File: src/hw/rtl/uart_drb_pkg.sv
// Shared types for the dual ring buffer unit.
// Event codes and the command and status structs between controller and datapath.
// No dependencies.
`timescale 1ns / 1ps

package uart_drb_pkg;

    typedef enum logic [1:0] {
        CMD_LINE_RX  = 2'd0,
        CMD_APP_READ = 2'd1,
        CMD_APP_WRITE = 2'd2,
        CMD_TX_READY = 2'd3
    } cmd_t;

    typedef struct packed {
        logic capture;
        logic execute;
        logic fetch;
        logic load;
    } drb_ctrl_t;

    typedef struct packed {
        logic out_busy;
    } drb_status_t;

endpackage

File: src/hw/rtl/uart_drb_ctrl.sv
// Controller state machine for the dual ring buffer unit.
// Sequences capture, ring update, transmit fetch and result load; uses uart_drb_pkg.
`timescale 1ns / 1ps

module uart_drb_ctrl
    import uart_drb_pkg::*;
(
    input  logic        clk,
    input  logic        rst_n,
    input  logic        in_valid,
    output logic        in_ready,
    input  drb_status_t status,
    output drb_ctrl_t   ctrl
);

    typedef enum logic [1:0] {
        S_IDLE,
        S_EXEC,
        S_FETCH,
        S_DONE
    } state_t;

    state_t state_reg;
    state_t state_next;
    logic   in_ready_reg;
    logic   in_ready_next;

    always_comb
    begin
        state_next    = state_reg;
        in_ready_next = in_ready_reg;
        case (state_reg)
            S_IDLE:
            begin
                if (in_valid && in_ready_reg)
                begin
                    state_next    = S_EXEC;
                    in_ready_next = 1'b0;
                end
            end
            S_EXEC:
            begin
                state_next = S_FETCH;
            end
            S_FETCH:
            begin
                state_next = S_DONE;
            end
            S_DONE:
            begin
                if (!status.out_busy)
                begin
                    state_next    = S_IDLE;
                    in_ready_next = 1'b1;
                end
            end
            default:
            begin
                state_next    = S_IDLE;
                in_ready_next = 1'b1;
            end
        endcase
    end

    always_ff @(posedge clk or negedge rst_n)
    begin
        if (!rst_n)
        begin
            state_reg    <= S_IDLE;
            in_ready_reg <= 1'b1;
        end
        else
        begin
            state_reg    <= state_next;
            in_ready_reg <= in_ready_next;
        end
    end

    assign in_ready     = in_ready_reg;
    assign ctrl.capture = in_valid && in_ready_reg;
    assign ctrl.execute = (state_reg == S_EXEC);
    assign ctrl.fetch   = (state_reg == S_FETCH);
    assign ctrl.load    = (state_reg == S_DONE) && !status.out_busy;

endmodule

File: config.mk
export PLATFORM = sky130hd
export DESIGN_NAME = uart_drb_ctrl
export DESIGN_NICKNAME = d
export VERILOG_FILES = /design/src/hw/rtl/uart_drb_pkg.sv /design/src/hw/rtl/uart_drb_ctrl.sv
export SDC_FILE = /design/constraint.sdc
export NUM_CORES = 1
export LEC_CHECK = 0
export ABC_AREA = 1
export BUFFER_PORTS_ARGS = -buffer_cell sky130_fd_sc_hd__buf_2
export CAP_MARGIN = 0
export CELL_PAD_IN_SITES_DETAIL_PLACEMENT = 0
export CELL_PAD_IN_SITES_GLOBAL_PLACEMENT = 1
export CORE_AREA = 2 2 39 41
export DETAILED_ROUTE_END_ITERATION = 12
export DIE_AREA = 0 0 41 43
export PLACE_DENSITY = 0.5
export SYNTH_ARGS = -nofsm -noshare
export SYNTH_HDL_FRONTEND = slang
export SYNTH_SLANG_ARGS = --single-unit
File: constraint.sdc
create_clock -name clk -period 1.6 [get_ports clk]
set_input_delay 0.48 -clock clk [delete_from_list [all_inputs] [get_ports clk]]
set_output_delay 0.48 -clock clk [all_outputs]
set_load 0.01 [all_outputs]
# Yosys cells after proc, flatten, opt, wreduce, memory -nomap -nowiden

Index checks and enable logic that the tools add are counted.

Eq/ne operators: 5
$add $sub $neg: 0
Order comparisons: 0
Shift operators: 0
Div/mod/pow operators: 0
Reductions and logical operators: 7
Muxes and demuxes: 6
Bitwise operators: 0
Multiply operators: 0

Operators by type and width:

| operator             | number |
|---|---|
| $pmux W2 S4          | 1 |
| $eq A2 B2 Y1 const B | 2 |
| $mux W2              | 2 |
| $ne A2 B2 Y1 const B | 2 |
| $reduce_and A3 Y1    | 1 |
| $eq A2 B1 Y1 const B | 1 |
| $logic_and A1 B1 Y1  | 2 |
| $logic_not A2 Y1     | 1 |
| $mux W1              | 2 |
| $pmux W1 S2          | 1 |
| $reduce_and A2 Y1    | 1 |
| $reduce_bool A2 Y1   | 1 |
| $logic_not A1 Y1     | 1 |

Memories: 0
Memory bits (writable): 0
Bits of input ports: 4
ROM bits: 0
Output and inout bits: 5
Latch bits: 0
Register bits after elaboration: 3
Logic and storage cells: 20

# Depth between registers and ports, before layout

Depth in word-level cells: 3
Mapped depth: 6
Gate-level depth less buffers: 6

# Worst setup path before layout

OpenSTA, ideal clock, no wires.

Kind: reg2out
From: reg state_reg[0]
To: out ctrl[0] (netlist name)
Data required time: 1.120 ns
Stages on the path, launching flop included: 4
Arrival time: 0.769 ns
Setup slack: 0.351 ns
Buffers on the path: 0
Cell sequence: dfrtp_1 ha_1 inv_1 nor2_1

RTL lines:

| element                  | RTL line            | RTL |
|---|---|---|
| start: declaration       | uart_drb_ctrl.sv:23 | `state_t state_reg;` |
| start signal: assignment | uart_drb_ctrl.sv:74 | `state_reg <= state_next;` |
| end: declaration         | uart_drb_ctrl.sv:13 | `output drb_ctrl_t ctrl` |

==> flow_summary.toml <==
[worst_setup_path]
cp_max_fo = 4
cp-startpoint = "state_reg[0]$_DFFE_PN0P_"
start_kind = "flip-flop"
r2r-end = "state_reg[0]$_DFFE_PN0P_"
reg2reg_depth = 5
r2r_slack_ps = 450
required_ps = 1120
timing.rr.start = "state_reg[0]$_DFFE_PN0P_"
setup.worst_path.end_class = "primary output"
worstSetupPathType = "flip-flop to primary output"
cp_data_arrival_time_ps = 1070

[layout]
area_growth_pct = 44.10
final_cells = 59
final_util_pct = 25.41
fin_area_um2 = 351.6
largest_register_ffs = 2
drive_gt1_share_pct = 53.49
nets = 54
antennaDiodeCount = 0

[timing]
period_needed_ps = 1555
max_slew_margin_pct = 89.62
drv_slew = 0
final-setup-viol-count = 0
max_slew.worst_pin.slew_ps = 155.7
worst_slack_ps = 45.22
fin_crit_sh_pct = 97.17
grt_setup_unrepaired = "yes"
fin_skew_ps = 2.692
hold_viol = 0
max_clock_freq_mhz = 643.2

[yosys]
syn-instance-count = 29
ys.flop_type = "dfrtp_1"
async_flop_share_pct = 100.0
synth_compound_area_share_pct = 0
synthTopCellsByArea = "ha_1 31%, dfrtp_1 21%, dfstp_2 11%, nand2_2 10%, nand2_1 9.2%"
synth-warning-count = 0
synth_common_cells = "6 x ha_1, 6 x nand2_1, 4 x nand2_2, 4 x nand3_1, 3 x inv_1"
yosysUniqueCellTypes = 10
synth_mux_area_share_pct = 0
syn_area_um2 = 244.0
yosysSeqAreaShare_pct = 31.28
syn_avg_cell_area_um2 = 8.413
ys_seq_elements = 3
synth_edf_count = 0
synth_xor_area_share_pct = 0
synth_fa_ha_area_share_pct = 30.77
synth_top_family_by_area = "simple AND/OR/NAND/NOR gates"
synth_top_cell_area_share_pct = 30.77
syn-num-nets = 39
yosys.area_share.simple_pct = 31.79
yosys.area.top_type = "ha_1"

[pwr]
power_density_mw_per_mm2 = 602.2
finalPower_uw = 211.7
ir_drop_uv = 274.5
leakage_uw = 0.0001945

[place]
dp.cells = 53
dp_slack_ps = 245.0
numPortBuffers = 8
placed_area_um2 = 304.0
gp_congestion = 0.6516
dp_hpwl_um = 346.4

[clock_network]
hold_buffers = 0
h-tree-depth = 1
cts_root_buf = "clkbuf_4"
clock_latency_ps = 230
cts.sinks = 3
numCtsBuffers = 3
clock_path_buffers = 2
clkTransAtPathRegs_ps = 40
cts_tree = "yes"

[global_routing]
grt_pass1_vias = 207
grt_pass1_wl_um = 745
grt_usage_pct = 6.439
grt_max_degree = 6
grt_overflow = 0
antenna_found_initial = 0

[floorplan]
core_area_mm2 = 0.001384
initial_core_util_pct = 17.63
fp.dieH_um = 43
die_x_um = 41
rows = 14
ioPinCount = 9
dieArea_mm2 = 0.001763

[drt]
wire_per_inst_um = 7.220
wirelength_um = 426
drt-vias-per-instance = 3.695
drtPass1Iterations = 2
drcViolationCount = 0
vias = 218
drt-initial-drc-count = 2
ant_nets = 0

[outcome]
status = "complete, no violations"

[hold_path]
hold_path_class = "input port to async pin"

[run]
drv_cap = 0
area by class of cell:
type / instances / area, um^2
inverters: 4 / 15.01
repair buffers: 10 / 55.05
flip-flops and latches: 3 / 77.57
fillers: 159 / 1032
well taps: 16 / 20.02
clock buffers: 4 / 26.28
multi-input cells: 22 / 157.7
worst max-delay path: stages, from the launching register on:
cell     delay (ps)
dfrtp_1         400
ha_2            210
inv_2            30
nor2_2           80
buf_2           120
report_power, final:
group	internal [uW]	total (uW)	leakage, uW	switching, uW
Clock	93.3	130	0.0000150	36.6
Sequential	76.4	76.4	0.0000366	0
Combinational	2.64	5.41	0.000143	2.77
timing repair:
action                     CTS  global route
setup endpoints to repair    1             3
setup buffers                1             1
resized for setup            0             4
pin swaps                    0             2
stage by stage:
step / TNS (ps) / hold WS (ps)
after CTS: 0 / 32.05
after detailed placement: 0 / 278.0
after global routing: -16.79 / 28.39
after floorplan: 0 / 184.4
after global placement: 0 / 277.3
final: 0 / 35.81
layout by cell type (no fill, tap or decap):
cell type / n
buf_2: 8
nand2_1: 6
ha_1: 5
nand2_2: 4
nand3_1: 4
clkbuf_4: 3
inv_1: 2
inv_2: 2
buf_4: 2
nor2_2: 1
or2_1: 1
ha_2: 1
clkbuf_1: 1
dfstp_2: 1
dfrtp_1: 1
dfrtp_2: 1
worst max path at each step:
stage,slack [ps],endpoint,cells after the start
2_1_floorplan,350,ctrl[0],3
3_3_place_gp,230,ctrl[1],3
3_5_place_dp,240,ctrl[0],4
4_1_cts,10,ctrl[0],4
5_1_grt,-10,ctrl[0],4
6_report,50,ctrl[0],4
logic make-up after synthesis:
group / Yosys count
adder cells (fa/ha/maj): 6
buffers and inverters: 4
flip-flops: 3
AND/OR/NAND/NOR: 16
metal layers:
layer | vias to the layer above | track usage (%) | part of all wire (%)
met5 | - | 0 | 0
met4 | 0 | 4.000 | 0
met3 | 0 | 3.141 | 3.5
met2 | 3 | 9.688 | 54
met1 | 96 | 6.796 | 43
li1 | 119 | - | -
(Power assumes the default switching activity.)
